<file path="src/hdl/hrst_pkg.sv">
package hrst_pkg;

   localparam int NAME_W   = 48;
   localparam int COUNT_W  = 12;
   localparam int BYTE_W   = 8;
   localparam int SLOT_NUM = 4;
   localparam int INDEX_W  = 8;

   localparam int DEF_MAX_METHOD_LEN  = 6;
   localparam int DEF_MAX_URL_LEN     = 2048;
   localparam int DEF_MAX_VERSION_LEN = 8;

   localparam logic [NAME_W-1:0] RESET_NAME_A = 48'd4670804;
   localparam logic [NAME_W-1:0] RESET_NAME_B = 48'd1347375956;
   localparam logic [NAME_W-1:0] RESET_NAME_C = 48'd5264724;
   localparam logic [NAME_W-1:0] RESET_NAME_D = 48'd75064423044165;

   localparam logic [INDEX_W-1:0] REG_METHOD_A = 8'd0;
   localparam logic [INDEX_W-1:0] REG_METHOD_B = 8'd1;
   localparam logic [INDEX_W-1:0] REG_METHOD_C = 8'd2;
   localparam logic [INDEX_W-1:0] REG_METHOD_D = 8'd3;

   localparam logic [2:0] PH_METHOD  = 3'd0;
   localparam logic [2:0] PH_URL     = 3'd1;
   localparam logic [2:0] PH_VERSION = 3'd2;
   localparam logic [2:0] PH_KEY     = 3'd3;
   localparam logic [2:0] PH_VALUE   = 3'd4;
   localparam logic [2:0] PH_BODY    = 3'd5;
   localparam logic [2:0] PH_ERROR   = 3'd6;

   localparam logic [2:0] TAG_DELIM   = 3'd0;
   localparam logic [2:0] TAG_METHOD  = 3'd1;
   localparam logic [2:0] TAG_PATH    = 3'd2;
   localparam logic [2:0] TAG_QUERY   = 3'd3;
   localparam logic [2:0] TAG_VERSION = 3'd4;
   localparam logic [2:0] TAG_KEY     = 3'd5;
   localparam logic [2:0] TAG_VALUE   = 3'd6;
   localparam logic [2:0] TAG_BODY    = 3'd7;

   localparam logic [1:0] ST_PROGRESS = 2'd0;
   localparam logic [1:0] ST_OK       = 2'd1;
   localparam logic [1:0] ST_BAD      = 2'd2;
   localparam logic [1:0] ST_LONG     = 2'd3;

   localparam logic [BYTE_W-1:0] CH_SPACE = 8'h20;
   localparam logic [BYTE_W-1:0] CH_SLASH = 8'h2f;
   localparam logic [BYTE_W-1:0] CH_QUERY = 8'h3f;
   localparam logic [BYTE_W-1:0] CH_COLON = 8'h3a;
   localparam logic [BYTE_W-1:0] CH_CR    = 8'h0d;
   localparam logic [BYTE_W-1:0] CH_LF    = 8'h0a;

   typedef struct packed {
      logic [2:0]         phase;
      logic [COUNT_W-1:0] count;
      logic [NAME_W-1:0]  mbuf;
      logic [1:0]         slot;
      logic               query;
      logic               key_seen;
      logic               value_seen;
      logic               pending_cr;
      logic               line_start;
      logic [1:0]         err;
   } state_type;

   typedef struct packed {
      logic [BYTE_W-1:0] out_byte;
      logic [2:0]        tag;
      logic [1:0]        slot;
      logic [1:0]        status;
      logic              done;
   } result_type;

endpackage

</file>
<file path="src/hdl/hrst_step.sv">
module hrst_step #(
   parameter int MaxMethodLen  = hrst_pkg::DEF_MAX_METHOD_LEN,
   parameter int MaxUrlLen     = hrst_pkg::DEF_MAX_URL_LEN,
   parameter int MaxVersionLen = hrst_pkg::DEF_MAX_VERSION_LEN
) (
   input  hrst_pkg::state_type                                       cur,
   input  logic [hrst_pkg::SLOT_NUM-1:0][hrst_pkg::NAME_W-1:0]       names,
   input  logic [hrst_pkg::BYTE_W-1:0]                               in_byte,
   input  logic                                                      last_byte,
   output hrst_pkg::state_type                                       nxt,
   output hrst_pkg::result_type                                      res
);

   logic       printable;
   logic       hit;
   logic [1:0] hit_slot;
   logic [2:0] tag;
   logic [1:0] status;

   assign printable = !in_byte[7] && (in_byte >= hrst_pkg::CH_SPACE);

   // lowest matching slot wins
   always_comb begin
      hit      = 1'b0;
      hit_slot = 2'd0;
      for (int k = hrst_pkg::SLOT_NUM - 1; k >= 0; k--) begin
         if (names[k] != '0 && names[k] == cur.mbuf) begin
            hit      = 1'b1;
            hit_slot = 2'(k);
         end
      end
   end

   always_comb begin
      nxt    = cur;
      tag    = hrst_pkg::TAG_DELIM;
      status = hrst_pkg::ST_PROGRESS;
      unique case (cur.phase)
         hrst_pkg::PH_METHOD: begin
            priority if (!printable) begin
               nxt.err   = hrst_pkg::ST_BAD;
               nxt.phase = hrst_pkg::PH_ERROR;
            end else if (in_byte == hrst_pkg::CH_SPACE) begin
               if (cur.count == '0 || !hit) begin
                  nxt.err   = hrst_pkg::ST_BAD;
                  nxt.phase = hrst_pkg::PH_ERROR;
               end else begin
                  nxt.slot  = hit_slot;
                  nxt.phase = hrst_pkg::PH_URL;
                  nxt.count = '0;
               end
            end else if (cur.count >= hrst_pkg::COUNT_W'(MaxMethodLen)) begin
               nxt.err   = hrst_pkg::ST_BAD;
               nxt.phase = hrst_pkg::PH_ERROR;
            end else begin
               nxt.mbuf  = {cur.mbuf[hrst_pkg::NAME_W-hrst_pkg::BYTE_W-1:0], in_byte};
               nxt.count = cur.count + hrst_pkg::COUNT_W'(1);
               tag       = hrst_pkg::TAG_METHOD;
            end
         end
         hrst_pkg::PH_URL: begin
            priority if (!printable ||
                         (cur.count == '0 && in_byte != hrst_pkg::CH_SLASH)) begin
               nxt.err   = hrst_pkg::ST_BAD;
               nxt.phase = hrst_pkg::PH_ERROR;
            end else if (in_byte == hrst_pkg::CH_SPACE) begin
               nxt.phase = hrst_pkg::PH_VERSION;
               nxt.count = '0;
               nxt.query = 1'b0;
            end else if (cur.count >= hrst_pkg::COUNT_W'(MaxUrlLen)) begin
               nxt.err   = hrst_pkg::ST_LONG;
               nxt.phase = hrst_pkg::PH_ERROR;
            end else begin
               nxt.count = cur.count + hrst_pkg::COUNT_W'(1);
               if (cur.query) begin
                  tag = hrst_pkg::TAG_QUERY;
               end else if (in_byte == hrst_pkg::CH_QUERY) begin
                  nxt.query = 1'b1;
               end else begin
                  tag = hrst_pkg::TAG_PATH;
               end
            end
         end
         hrst_pkg::PH_VERSION: begin
            priority if (cur.pending_cr) begin
               if (in_byte != hrst_pkg::CH_LF) begin
                  nxt.err   = hrst_pkg::ST_BAD;
                  nxt.phase = hrst_pkg::PH_ERROR;
               end else begin
                  nxt.pending_cr = 1'b0;
                  nxt.count      = '0;
                  nxt.phase      = hrst_pkg::PH_KEY;
                  nxt.line_start = 1'b1;
                  nxt.key_seen   = 1'b0;
               end
            end else if (in_byte == hrst_pkg::CH_CR) begin
               nxt.pending_cr = 1'b1;
            end else if (!printable ||
                         cur.count >= hrst_pkg::COUNT_W'(MaxVersionLen)) begin
               nxt.err   = hrst_pkg::ST_BAD;
               nxt.phase = hrst_pkg::PH_ERROR;
            end else begin
               nxt.count = cur.count + hrst_pkg::COUNT_W'(1);
               tag       = hrst_pkg::TAG_VERSION;
            end
         end
         hrst_pkg::PH_KEY: begin
            priority if (cur.pending_cr) begin
               if (in_byte != hrst_pkg::CH_LF) begin
                  nxt.err   = hrst_pkg::ST_BAD;
                  nxt.phase = hrst_pkg::PH_ERROR;
               end else begin
                  nxt.pending_cr = 1'b0;
                  nxt.line_start = 1'b0;
                  nxt.phase      = hrst_pkg::PH_BODY;
               end
            end else if (in_byte == hrst_pkg::CH_CR) begin
               if (!cur.line_start) begin
                  nxt.err   = hrst_pkg::ST_BAD;
                  nxt.phase = hrst_pkg::PH_ERROR;
               end else begin
                  nxt.pending_cr = 1'b1;
               end
            end else if (!printable) begin
               nxt.err   = hrst_pkg::ST_BAD;
               nxt.phase = hrst_pkg::PH_ERROR;
            end else if (in_byte == hrst_pkg::CH_COLON) begin
               if (!cur.key_seen) begin
                  nxt.err   = hrst_pkg::ST_BAD;
                  nxt.phase = hrst_pkg::PH_ERROR;
               end else begin
                  nxt.phase      = hrst_pkg::PH_VALUE;
                  nxt.value_seen = 1'b0;
               end
            end else begin
               nxt.key_seen   = 1'b1;
               nxt.line_start = 1'b0;
               tag            = hrst_pkg::TAG_KEY;
            end
         end
         hrst_pkg::PH_VALUE: begin
            priority if (cur.pending_cr) begin
               if (in_byte != hrst_pkg::CH_LF) begin
                  nxt.err   = hrst_pkg::ST_BAD;
                  nxt.phase = hrst_pkg::PH_ERROR;
               end else begin
                  nxt.pending_cr = 1'b0;
                  nxt.phase      = hrst_pkg::PH_KEY;
                  nxt.line_start = 1'b1;
                  nxt.key_seen   = 1'b0;
                  nxt.value_seen = 1'b0;
               end
            end else if (in_byte == hrst_pkg::CH_CR) begin
               if (!cur.value_seen) begin
                  nxt.err   = hrst_pkg::ST_BAD;
                  nxt.phase = hrst_pkg::PH_ERROR;
               end else begin
                  nxt.pending_cr = 1'b1;
               end
            end else if (!printable) begin
               nxt.err   = hrst_pkg::ST_BAD;
               nxt.phase = hrst_pkg::PH_ERROR;
            end else begin
               nxt.value_seen = 1'b1;
               tag            = hrst_pkg::TAG_VALUE;
            end
         end
         hrst_pkg::PH_BODY: begin
            tag = hrst_pkg::TAG_BODY;
         end
         default: begin
            tag = hrst_pkg::TAG_DELIM;
         end
      endcase

      res.out_byte = in_byte;
      res.tag      = tag;
      res.slot     = nxt.slot;
      res.done     = last_byte;

      // final status, then back to a fresh request
      if (last_byte) begin
         priority if (nxt.err != hrst_pkg::ST_PROGRESS) begin
            status = nxt.err;
         end else if (nxt.phase == hrst_pkg::PH_BODY) begin
            status = hrst_pkg::ST_OK;
         end else begin
            status = hrst_pkg::ST_BAD;
         end
         nxt       = '0;
         nxt.phase = hrst_pkg::PH_METHOD;
      end
      res.status = status;
   end

endmodule

</file>
<file path="src/hdl/http_request_stream_tokenizer_top.sv">
// http request tokenizer
// request channel: one request byte per transfer (req_in_byte), with
// req_last_byte on the final byte of a request buffer; taken when req_valid is
// high and req_stall low
// response channel: one tagged byte per request byte, with field tag, method
// slot, parse status and request_done; taken when rsp_valid is high and
// rsp_stall low
// csr channel: csr_index 0..3 selects method name a..d, csr_data the 48-bit
// name packed right-aligned; csr_ready is always high, other indexes ignored
// output: the response appears in the cycle after its request is taken, from the response register
// throughput: one byte per cycle while req_stall is low, set by the single parse step between the
// parser state registers and the response register
// stall: while the response register holds an untaken byte and rsp_stall is
// high, req_stall is high; otherwise a new byte is taken every cycle
// reset: parser back to the method phase, response empty, method names GET,
// POST, PUT and DELETE; parser state also clears after every last byte
module http_request_stream_tokenizer_top #(
   parameter int MaxMethodLen  = hrst_pkg::DEF_MAX_METHOD_LEN,
   parameter int MaxUrlLen     = hrst_pkg::DEF_MAX_URL_LEN,
   parameter int MaxVersionLen = hrst_pkg::DEF_MAX_VERSION_LEN
) (
   input  logic                              clock,
   input  logic                              reset,
   input  logic                              req_valid,
   output logic                              req_stall,
   input  logic [hrst_pkg::BYTE_W-1:0]       req_in_byte,
   input  logic                              req_last_byte,
   output logic                              rsp_valid,
   input  logic                              rsp_stall,
   output logic [hrst_pkg::BYTE_W-1:0]       rsp_out_byte,
   output logic [2:0]                        rsp_field_tag,
   output logic [1:0]                        rsp_method_slot,
   output logic [1:0]                        rsp_parse_status,
   output logic                              rsp_request_done,
   input  logic                              csr_valid,
   output logic                              csr_ready,
   input  logic [hrst_pkg::INDEX_W-1:0]      csr_index,
   input  logic [hrst_pkg::NAME_W-1:0]       csr_data
);

   hrst_pkg::state_type                                  state_ff, state_in, step_state;
   hrst_pkg::result_type                                 rsp_ff, rsp_in, step_res;
   logic                                                 rsp_valid_ff, rsp_valid_in;
   logic [hrst_pkg::SLOT_NUM-1:0][hrst_pkg::NAME_W-1:0]  names_ff, names_in;
   logic                                                 accept;

   assign req_stall = rsp_valid_ff && rsp_stall;
   assign accept    = req_valid && !req_stall;
   assign csr_ready = 1'b1;

   hrst_step #(
      .MaxMethodLen  (MaxMethodLen),
      .MaxUrlLen     (MaxUrlLen),
      .MaxVersionLen (MaxVersionLen)
   ) u_step (
      .cur       (state_ff),
      .names     (names_ff),
      .in_byte   (req_in_byte),
      .last_byte (req_last_byte),
      .nxt       (step_state),
      .res       (step_res)
   );

   always_comb begin
      state_in     = state_ff;
      rsp_in       = rsp_ff;
      rsp_valid_in = rsp_valid_ff;
      if (rsp_valid_ff && !rsp_stall) begin
         rsp_valid_in = 1'b0;
      end
      if (accept) begin
         state_in     = step_state;
         rsp_in       = step_res;
         rsp_valid_in = 1'b1;
      end
   end

   always_comb begin
      names_in = names_ff;
      if (csr_valid && csr_ready) begin
         unique case (csr_index)
            hrst_pkg::REG_METHOD_A: names_in[0] = csr_data;
            hrst_pkg::REG_METHOD_B: names_in[1] = csr_data;
            hrst_pkg::REG_METHOD_C: names_in[2] = csr_data;
            hrst_pkg::REG_METHOD_D: names_in[3] = csr_data;
            default: names_in = names_ff;
         endcase
      end
   end

   always_ff @(posedge clock) begin
      if (reset) begin
         state_ff     <= '{phase: hrst_pkg::PH_METHOD, default: '0};
         rsp_valid_ff <= 1'b0;
         names_ff     <= {hrst_pkg::RESET_NAME_D, hrst_pkg::RESET_NAME_C,
                          hrst_pkg::RESET_NAME_B, hrst_pkg::RESET_NAME_A};
      end else begin
         state_ff     <= state_in;
         rsp_valid_ff <= rsp_valid_in;
         names_ff     <= names_in;
      end
   end

   always_ff @(posedge clock) begin
      rsp_ff <= rsp_in;
   end

   assign rsp_valid        = rsp_valid_ff;
   assign rsp_out_byte     = rsp_ff.out_byte;
   assign rsp_field_tag    = rsp_ff.tag;
   assign rsp_method_slot  = rsp_ff.slot;
   assign rsp_parse_status = rsp_ff.status;
   assign rsp_request_done = rsp_ff.done;

   a_status_on_last: assert property (@(posedge clock) disable iff (reset)
      (rsp_valid_ff && rsp_ff.status != hrst_pkg::ST_PROGRESS) |-> rsp_ff.done)
      else $error("status reported before the last byte");

   a_clear_after_last: assert property (@(posedge clock) disable iff (reset)
      (accept && req_last_byte) |=>
      (state_ff.phase == hrst_pkg::PH_METHOD && state_ff.count == '0 &&
       state_ff.err == hrst_pkg::ST_PROGRESS))
      else $error("parser not cleared after last byte");

   a_error_phase: assert property (@(posedge clock) disable iff (reset)
      (state_ff.phase == hrst_pkg::PH_ERROR) == (state_ff.err != hrst_pkg::ST_PROGRESS))
      else $error("error phase and error code disagree");

   a_body_ok: assert property (@(posedge clock) disable iff (reset)
      (rsp_valid_ff && rsp_ff.done && rsp_ff.tag == hrst_pkg::TAG_BODY) |->
      (rsp_ff.status == hrst_pkg::ST_OK))
      else $error("body byte ended a request without ok status");

endmodule
</file>
<file path="config.mk">
export PLATFORM = sky130hd
export DESIGN_NAME = http_request_stream_tokenizer_top
export DESIGN_NICKNAME = d
export VERILOG_FILES = /design/src/hdl/hrst_pkg.sv /design/src/hdl/hrst_step.sv /design/src/hdl/http_request_stream_tokenizer_top.sv
export SDC_FILE = /design/constraint.sdc
export NUM_CORES = 1
export LEC_CHECK = 0
export BUFFER_PORTS_ARGS = -buffer_cell sky130_fd_sc_hd__buf_2
export CAP_MARGIN = 20
export CORE_ASPECT_RATIO = 0.7
export CORE_UTILIZATION = 52
export DETAILED_ROUTE_END_ITERATION = 8
export HOLD_SLACK_MARGIN = 0.1
export PLACE_DENSITY_LB_ADDON = 0.15
export SYNTH_ARGS = -nofsm -noshare
export SYNTH_HDL_FRONTEND = slang
export SYNTH_SLANG_ARGS = --single-unit
</file>
<file path="constraint.sdc">
create_clock -name clock -period 3.9 [get_ports clock]
set_input_delay 0.78 -clock clock [delete_from_list [all_inputs] [get_ports clock]]
set_output_delay 0.78 -clock clock [all_outputs]
set_load 0.01 [all_outputs]
</file>
======== After elaboration in Yosys (flattened, before gate mapping) ========
Cells that the tools add are included.
W data, S select, Z words.
operators by class
  equal/unequal tests ..................... 48
  reduce and logical (&&, ||, !) cells .... 43
  $add $sub $neg .......................... 1
  magnitude comparators ................... 4
  mux-type cells .......................... 124
operators with widths
  kind                     count
  $eq A48 B48 Y1           4
  $reduce_bool A48 Y1      4
  $mux W3                  31
  $mux W2                  38
  $mux W72                 1
  $mux W62                 1
  $mux W12                 5
  $mux W15                 4
  $mux W60                 1
  $mux W50                 1
  $mux W48                 1
  $reduce_and A10 Y1       4
  $ne A4 B4 Y1 const B     9
  $pmux W12 S3             1
  $mux W1                  32
  $ne A3 B3 Y1 const B     9
  $eq A8 B6 Y1 const B     3
  $pmux W3 S6              1
  $eq A8 B2 Y1 const B     2
  $ne A4 B3 Y1 const B     4
  $pmux W3 S5              1
  $add A12 B1 Y12 const B  1
  $ge A12 B12 Y1 const B   1
  $ge A12 B3 Y1 const B    1
  28 further kinds         60
storage, ports and cells
  input port bits ......................... 70
  output and inout bits ................... 19
  word-level logic and storage cells ...... 240
  bits in registers ....................... 281

======== Depth between registers and ports, before layout ========
Gate-level depths: netlist of run 1.
  depth after elaboration ................. 15
  mapped depth ............................ 11

======== By module ========
From an unflattened synthesis of run 1, not the netlist that was laid out.
unflattened totals
  cells, all modules ...................... 1914
  area total of the unflattened synthesis .. 16100.4 sq um
by module, submodules not included
  module                             cells each  area each (sq um)  times used
  http_request_stream_tokenizer_top  1036        10558.9            1
  hrst_step                          878         5541.6             1

======== Worst setup path after synthesis of run 1 ========
Ideal clock, no wire load.
  path kind ............................... in2reg
  from .................................... in rsp_stall
  to ...................................... reg state_ff[59] (netlist bit)
  data required time ...................... 3.785 ns
  path buffers ............................ 1
  path slack .............................. 1.066 ns
  arrival time ............................ 2.720 ns
  cell stages on the path ................. 9
  cells stage by stage .................... nand2_1 > nand2_1 > clkinv_1 > a41oi_1 > o22ai_2 > a21oi_4 > buf_6 > nor3_1 > o21a_1
between the ends
  word-level cells in the longest chain between the ends .. 4
ends and longest elaborated chain
  item                                 RTL line                                 text
  start, declared                      http_request_stream_tokenizer_top.sv:29  input logic rsp_stall,
  $logic_and A1 B1 Y1                  http_request_stream_tokenizer_top.sv:47  assign req_stall = rsp_valid_ff && rsp_stall;
  $logic_not A1 Y1                     http_request_stream_tokenizer_top.sv:48  assign accept = req_valid && !req_stall;
  $logic_and A1 B1 Y1                  http_request_stream_tokenizer_top.sv:48
  net accept                           http_request_stream_tokenizer_top.sv:45  logic accept;
  $reduce_and A10 Y1 (no source line)  -
  end signal, assigned                 http_request_stream_tokenizer_top.sv:98  state_ff <= state_in;
  end, declared                        http_request_stream_tokenizer_top.sv:41  hrst_pkg::state_type state_ff, state_in, step_state;
The timed path passes the listed nets, and every way through them passes these cells.
A chain may end at the register's enable or synchronous reset.

======== Final worst setup path of run 1 ========
  from .................................... reg state_ff[42] (netlist bit)
  to ...................................... reg state_ff[62] (netlist bit)
between the ends
  word-level cells in the longest chain between the ends .. 10
ends and longest elaborated chain
  item                                     RTL line         text
  $eq A48 B48 Y1                           hrst_step.sv:27  if (names[k] != '0 && names[k] == cur.mbuf) begin
  $logic_and A1 B1 Y1                      hrst_step.sv:27
  $mux W1 (3 in a row)                     hrst_step.sv:27
  $mux W1 (*)                              hrst_step.sv:27
  $logic_not A1 Y1 (*)                     hrst_step.sv:44  if (cur.count == '0 || !hit) begin
  $logic_or A1 B1 Y1 (*)                   hrst_step.sv:44
  $ne A4 B4 Y1 (no source line) (*)        -
  $reduce_and A10 Y1 (no source line) (*)  -
Every way passes the cells marked *; elsewhere a longest branch is shown, timed or not.

==> results of run 1 <==
==> where the power goes <==
part	leakage (nW)	internal [mW]	switching, mW	total (mW)
Clock	0.507	1.74	1.26	3.00
Sequential	2.29	2.92	0.0253	2.94
Combinational	3.48	0.126	0.244	0.369
==> through the flow <==
stage | hold WS [ns] | setup slack, ns | util | power (mW)
finish | 0.455 | 0.366 | 0.589 | 6.31
global route | 0.470 | 0.233 | 0.589 | 6.47
CTS | 0.444 | 0.566 | 0.589 | 6.32
detailed placement | 0.473 | 0.458 | 0.550 | 3.36
global placement | 0.471 | 0.463 | 0.549 | 3.37
floorplan | 0.449 | 1.07 | - | 3.20
==> registers in the layout, indices dropped and copies added (netlist names) <==
name	count
names_ff	192
rsp_field_tag	3
rsp_method_slot	2
rsp_out_byte	8
rsp_parse_status	2
rsp_request_done	1
rsp_valid	1
state_ff	72
==> kinds of logic after synthesis <==
kind of cell,after synthesis,share of synthesized area
other,1,0.000275
AO/OA/AOI/OAI,305,0.140
AND/OR/NAND/NOR,706,0.249
multiplexers,2,0.00147
adder cells (fa/ha/maj),3,0.00275
buffers and inverters,149,0.0568
XOR/XNOR,194,0.125
flip-flops,281,0.424
==> placed cells by master, fill, tap and decap left out, types with 4 or more instances in the layout <==
master	n
sky130_fd_sc_hd__nand3_1	9
sky130_fd_sc_hd__o21a_1	7
sky130_fd_sc_hd__inv_1	13
sky130_fd_sc_hd__buf_12	7
sky130_fd_sc_hd__or4_1	4
sky130_fd_sc_hd__bufinv_16	5
sky130_fd_sc_hd__buf_2	86
sky130_fd_sc_hd__clkbuf_16	28
sky130_fd_sc_hd__a22oi_1	5
sky130_fd_sc_hd__a21boi_1	5
sky130_fd_sc_hd__nand2_1	412
sky130_fd_sc_hd__xor2_1	192
sky130_fd_sc_hd__nor2b_1	8
sky130_fd_sc_hd__nand4_1	28
sky130_fd_sc_hd__nand3b_1	51
sky130_fd_sc_hd__o22ai_1	7
sky130_fd_sc_hd__dfxtp_1	265
sky130_fd_sc_hd__clkbuf_8	4
sky130_fd_sc_hd__edfxtp_1	16
sky130_fd_sc_hd__a21oi_1	172
sky130_fd_sc_hd__nor3_1	14
sky130_fd_sc_hd__o21bai_1	6
sky130_fd_sc_hd__a22o_1	46
sky130_fd_sc_hd__nand2b_1	4
sky130_fd_sc_hd__and3_1	6
sky130_fd_sc_hd__nor4_1	103
sky130_fd_sc_hd__nor2_1	35
sky130_fd_sc_hd__clkinv_4	7
sky130_fd_sc_hd__o21ai_0	20
sky130_fd_sc_hd__buf_4	23
==> metal layers <==
metal | GRT usage | up-vias
met3 | 0.116 | 87
met4 | 0.0761 | 4
met1 | 0.571 | 5980
li1 | - | 5672
met2 | 0.459 | 781
met5 | 0 | -
==> path summary, 6_finish.rpt <==
kind | to | cells past startpoint
worst max-delay path | state_ff[62] | 8
worst min register to register | names_ff[7] | 2
worst max register to register | state_ff[62] | 8
worst min-delay path | names_ff[65] | 3
==> critical path: stages (launching register included) <==
cell	delay, ns
sky130_fd_sc_hd__dfxtp_1	0.52
sky130_fd_sc_hd__xor2_1	0.18
sky130_fd_sc_hd__nor4_1	0.51
sky130_fd_sc_hd__nand4_1	0.34
sky130_fd_sc_hd__nor4_1	0.58
sky130_fd_sc_hd__or4_1	0.44
sky130_fd_sc_hd__a21oi_4	0.21
sky130_fd_sc_hd__or4_1	0.54
sky130_fd_sc_hd__a21boi_1	0.14
==> layout make-up <==
class,count,area (µm²),share of cell area
multi-input combinational,1211,7110,0.470
sequential,281,5790,0.382
clock buffer,33,759,0.0502
timing repair buffer,117,754,0.0498
tap,331,414,0.0274
clock inverter,19,264,0.0174
inverter,14,52.6,0.00347
==> reports/qor_table.md, run 1 <==
| Item | Value |
|---|---|
| Outcome | finished clean |
| Reg-to-reg startpoint | state_ff[42] |
| Leading area contributor after synthesis | sky130_fd_sc_hd__dfxtp_1 |
| Period utilization | 0.906 |
| Final TNS setup | 0 ns |
| Worst hold path type | primary input to flip-flop |
| Start point of the worst hold path | csr_data[17] |
| FMAX | 283 MHz |
| Maximum clock skew at final layout | 0.0274 ns |
| Area share of the largest cell type after synthesis | 0.389 |
| CP Class | flip-flop to flip-flop |
| Antenna diode instance count | 0 |
| Cell Area, Synth | 0.0136 mm² |
| Crit path from | state_ff[42] |
| Capturing element type of the critical path | flip-flop |
| Non-Filler Cell Area, Final | 0.0151 mm² |
| Vias after detailed routing | 12.5k |
| Chip Width | 196 µm |
| Cell with the most instances after synthesis | sky130_fd_sc_hd__nand2_1 |
| Routed wire length on met2 | 18.1 mm |
| Number of buffers created by CTS | 28 |
| Clock latency reported for the late side of the worst-skew pair | 0.58 ns |
| Shortest period the worst path allows | 3.53 ns |
| First-pass GRT wire length | 71.5 mm |
| Fill cell count | 2362 |
| First-pass iteration count of the detailed router | 6 |
| Setup repair after global routing missed its margin | no |
| FFs w/ async S/R, synth | 0 |
| Post-cts repair resize count | 0 |
| Power density relative to cell area | 417 mW/mm² |
| Flip-flop cell with the highest count after synthesis | sky130_fd_sc_hd__dfxtp_1 |
| Required arrival time at the worst endpoint | 4.41 ns |
| Sum of routed wire segments on met1 | 23.2 mm |
| CTS tree | done |
| Headroom to the max-slew limit | 0.417 |
| Critical Path Fanout Max | 19 |
| Sequential-to-total area share from yosys stat | 0.424 |
| Overall die height | 137 µm |
| Mean post-synth cell area | 8.31 µm² |
| Number of cells in the finished layout apart from fillers | 2006 |
| Count of nets after finishing | 1726 |
| Routed via count divided by cell count | 6.24 |
| Per-cell routed wire length | 24.5 µm |
| Grt ovf | 0 |
| Reported leakage power | 6.28 nW |
| Detailed router's first-iteration violation count | 1517 |
| EDFF count, synth | 16 |
| Max-capacitance violation count | 0 |
| Synth cell count leaders | sky130_fd_sc_hd__nand2_1, sky130_fd_sc_hd__dfxtp_1, sky130_fd_sc_hd__xor2_1 |
| Pin count of the biggest net entering global routing | 85 |
| Worst vdd rail ir drop | 0.472 mV |
| Clock net sink count | 281 |
| Final setup violation count | 0 |
| Count of unique library cells instantiated by Yosys | 74 |
| Setup slack, reg-to-reg | 0.37 ns |
| Leading post-synthesis cells by cell area | sky130_fd_sc_hd__dfxtp_1, sky130_fd_sc_hd__xor2_1, sky130_fd_sc_hd__nand2_1 |
| DRC viols | 0 |
| Number of pins with negative max-slew slack in the final report | 0 |
| Gate count of the mapped netlist | 1641 |
| Die Footprint | 0.0269 mm² |
| Area post-placement | 0.0141 mm² |
| Number of buffer cells added on primary ports | 87 |
| Num rows | 49 |
| Clk slew on worst S/H paths | 0.07 ns |
| Kind of launch point of the worst setup path | flip-flop |
| Number of antenna-violating nets in the routed design | 0 |
| Starting density of the core | 0.531 |
| DP Cell Count | 1954 |
| Yosys warnings | 0 |
| Clock tree buffer depth | 3 |
| Ports | 89 |
| Post-synthesis sequential element count | 281 |
| Hold violation count in the final report | 0 |
| Number of global-route vias before repair | 11.0k |
| Post-synthesis net count | 1714 |
| Routed wl met3 | 6.87 mm |
| Uppermost routed layer | met5 |
| Area growth from synthesis to layout | 11.0% |
| Clk Tree Root Cell | sky130_fd_sc_hd__clkbuf_16 |
| Slew at the pin with the worst max-slew slack | 0.866 ns |
| Arrival time at the worst endpoint | 4.04 ns |
| Number of H-tree levels | 1 |
| Buffers inserted by post-CTS timing repair | 0 |
| Layout cell share with drive strength beyond 1 | 0.119 |
| Area of the core region | 0.0257 mm² |
| Placer congestion estimate | 1.04 |
| DP HPWL | 35.9 mm |
| CTS Hold Buffers Added | 0 |
| Initial antenna violation count | 3 |
| Total track usage | 0.362 |
| Post-detailed-routing wire length | 49.2 mm |
No activity file was read; power rests on OpenSTA's default activity.
==> run 2, diff against run 1 <==
--- a/config.mk
+++ b/config.mk
@@ -7,8 +7,8 @@
 export LEC_CHECK = 0
 export BUFFER_PORTS_ARGS = -buffer_cell sky130_fd_sc_hd__buf_2
 export CAP_MARGIN = 20
-export CORE_ASPECT_RATIO = 0.7
 export CORE_UTILIZATION = 52
+export CTS_BUF_LIST = sky130_fd_sc_hd__clkbuf_4 sky130_fd_sc_hd__clkbuf_8 sky130_fd_sc_hd__clkbuf_16
 export DETAILED_ROUTE_END_ITERATION = 8
 export HOLD_SLACK_MARGIN = 0.1
 export PLACE_DENSITY_LB_ADDON = 0.15
==> constraint.sdc (replaced) <==
create_clock -name clock -period 3.8 [get_ports clock]
set_input_delay 0.76 -clock clock [delete_from_list [all_inputs] [get_ports clock]]
set_output_delay 0.76 -clock clock [all_outputs]
set_load 0.01 [all_outputs]
==> reports/qor_table.md, run 2 (same netlist as run 1, synthesis figures left out) <==
| Item | Value |
|---|---|
| Leading cell types in the layout, fill and taps excluded | sky130_fd_sc_hd__nand2_1, sky130_fd_sc_hd__dfxtp_1, sky130_fd_sc_hd__xor2_1 |
| Final setup violation count | 0 |
| Routed via count divided by cell count | 6.15 |
| Critical R2R Capture | state_ff[64] |
| CP Class | flip-flop to flip-flop |
| Maximum clock skew at final layout | 0.0106 ns |
| Clock net sink count | 281 |
| Post-cts repair resize count | 0 |
| Hold path endpoint | rsp_valid |
| First-pass iteration count of the detailed router | 5 |
| Start point of the worst hold path | req_valid |
| Register name with the most flops | names_ff |
| Outcome | finished clean |
| Number of cells on the worst hold path | 3 |
| Die Footprint | 0.0269 mm² |
| Clock latency reported for the late side of the worst-skew pair | 0.57 ns |
| Depth of the most critical reg-to-reg path | 9 |
| Layout cell share with drive strength beyond 1 | 0.120 |
| Layer with the highest usage after global routing | met1 |
| Buffers inserted by post-CTS timing repair | 0 |
| Post-detailed-routing wire length | 46.1 mm |
| Headroom to the max-slew limit | 0.250 |
| Per-cell routed wire length | 23.0 µm |
| Setup slack, reg-to-reg | 0.43 ns |
| Clk Tree Root Cell | sky130_fd_sc_hd__clkbuf_16 |
| Kind of launch point of the worst setup path | flip-flop |
| Slew at the pin with the worst max-slew slack | 1.12 ns |
| Overall die height | 164 µm |
| Detailed router's first-iteration violation count | 1477 |
| Vias after detailed routing | 12.3k |
| Antenna diode instance count | 0 |
| Number of antenna-violating nets in the routed design | 0 |
| Met3 routing resource usage after global routing | 0.0528 |
| Number of buffer cells added on primary ports | 87 |
| Met1 routing resource usage after global routing | 0.504 |
| First-pass GRT wire length | 69.1 mm |
| Global-route met2 utilization | 0.500 |
| Max FFs per register | 192 |
| Final TNS setup | 0 ns |
| Capturing element type of the critical path | flip-flop |
| Dpl ws | 0.394 ns |
| Total track usage | 0.342 |
| Grt ovf | 0 |
| Starting density of the core | 0.535 |
| Hold violation count in the final report | 0 |
| Initial antenna violation count | 0 |
| Reg-to-reg startpoint | names_ff[168] |
| Most common cell after layout, fill and taps aside | sky130_fd_sc_hd__nand2_1 |
| FMAX | 297 MHz |
| Arrival time at the worst endpoint | 3.83 ns |
| Placer congestion estimate | 1.04 |
| Chip Width | 164 µm |
| Final worst setup slack | 0.430 ns |
| Area growth from synthesis to layout | 11.0% |
| Required arrival time at the worst endpoint | 4.26 ns |
| Number of pins with negative max-slew slack in the final report | 0 |
| DRC viols | 0 |
| Num rows | 58 |
| Worst hold path type | primary input to flip-flop |
| Reported leakage power | 6.28 nW |
| Pin count of the biggest net entering global routing | 114 |
| CTS tree | done |
| Period utilization | 0.887 |
| Power density relative to cell area | 432 mW/mm² |
| Worst vdd rail ir drop | 0.510 mV |
| Number of H-tree levels | 1 |
| Clock tree buffer depth | 3 |
| Max-capacitance violation count | 0 |
| Number of global-route vias before repair | 11.2k |
| Clk slew on worst S/H paths | 0.06 ns |
| Setup repair after global routing missed its margin | no |
| Critical Path Fanout Max | 13 |
| Number of buffers created by CTS | 30 |
| Count of nets after finishing | 1725 |
| Shortest period the worst path allows | 3.37 ns |
| Ports | 89 |
| CTS Hold Buffers Added | 0 |
| Area of the core region | 0.0255 mm² |
| DP HPWL | 33.1 mm |
## run 2: stage by stage
stage          utilization  cells  power [mW]  hold WS, ns  instance area, µm²
2_1_floorplan            -   1641        3.29        0.449               13600
6_report             0.594   2006        6.54        0.427               15100
3_5_place_dp         0.551   1950        3.44        0.475               14000
4_1_cts              0.594   2006        6.55        0.421               15100
5_1_grt              0.594   2006        6.72        0.443               15100
3_3_place_gp         0.551   1950        3.44        0.467               14000
## run 2: final cells by class
type	instances	area [µm²]
clock buffer	42	897
clock inverter	14	189
fill	2270	10300
inverter	14	52.6
multi-input combinational	1211	7110
sequential	281	5790
tap	330	413
timing repair buffer	114	682
## run 2: worst max-delay path, cell delays in order (launching register included)
cell	delay, ns
sky130_fd_sc_hd__dfxtp_1	0.35
sky130_fd_sc_hd__nor4_1	0.73
sky130_fd_sc_hd__nand4_1	0.18
sky130_fd_sc_hd__nor3_1	0.21
sky130_fd_sc_hd__nor4_1	0.08
sky130_fd_sc_hd__buf_4	0.14
sky130_fd_sc_hd__or4_1	0.71
sky130_fd_sc_hd__a21oi_4	0.43
sky130_fd_sc_hd__nor2_1	0.15
sky130_fd_sc_hd__a32o_1	0.28
## run 2: worst max-delay path by stage
stage / endpoint / startpoint
final: state_ff[64] / names_ff[168]
after global routing: state_ff[13] / state_ff[57]
after CTS: state_ff[64] / names_ff[139]
after detailed placement: state_ff[21] / req_in_byte[5]
after global placement: state_ff[34] / req_in_byte[5]
after floorplan: state_ff[59] / rsp_stall
## run 2: routing by layer
metal | share of wire | vias up
met2 | 0.42 | 660
met3 | 0.093 | 97
met4 | 0.037 | 2
met1 | 0.45 | 5918
met5 | 0.00020 | -
li1 | - | 5669
## run 2: power breakdown
group	total, mW	internal [mW]	switching (mW)
clock	3.16	1.92	1.25
combinational	0.367	0.126	0.241
sequential	3.01	3.00	0.0186
total	6.54	5.04	1.51
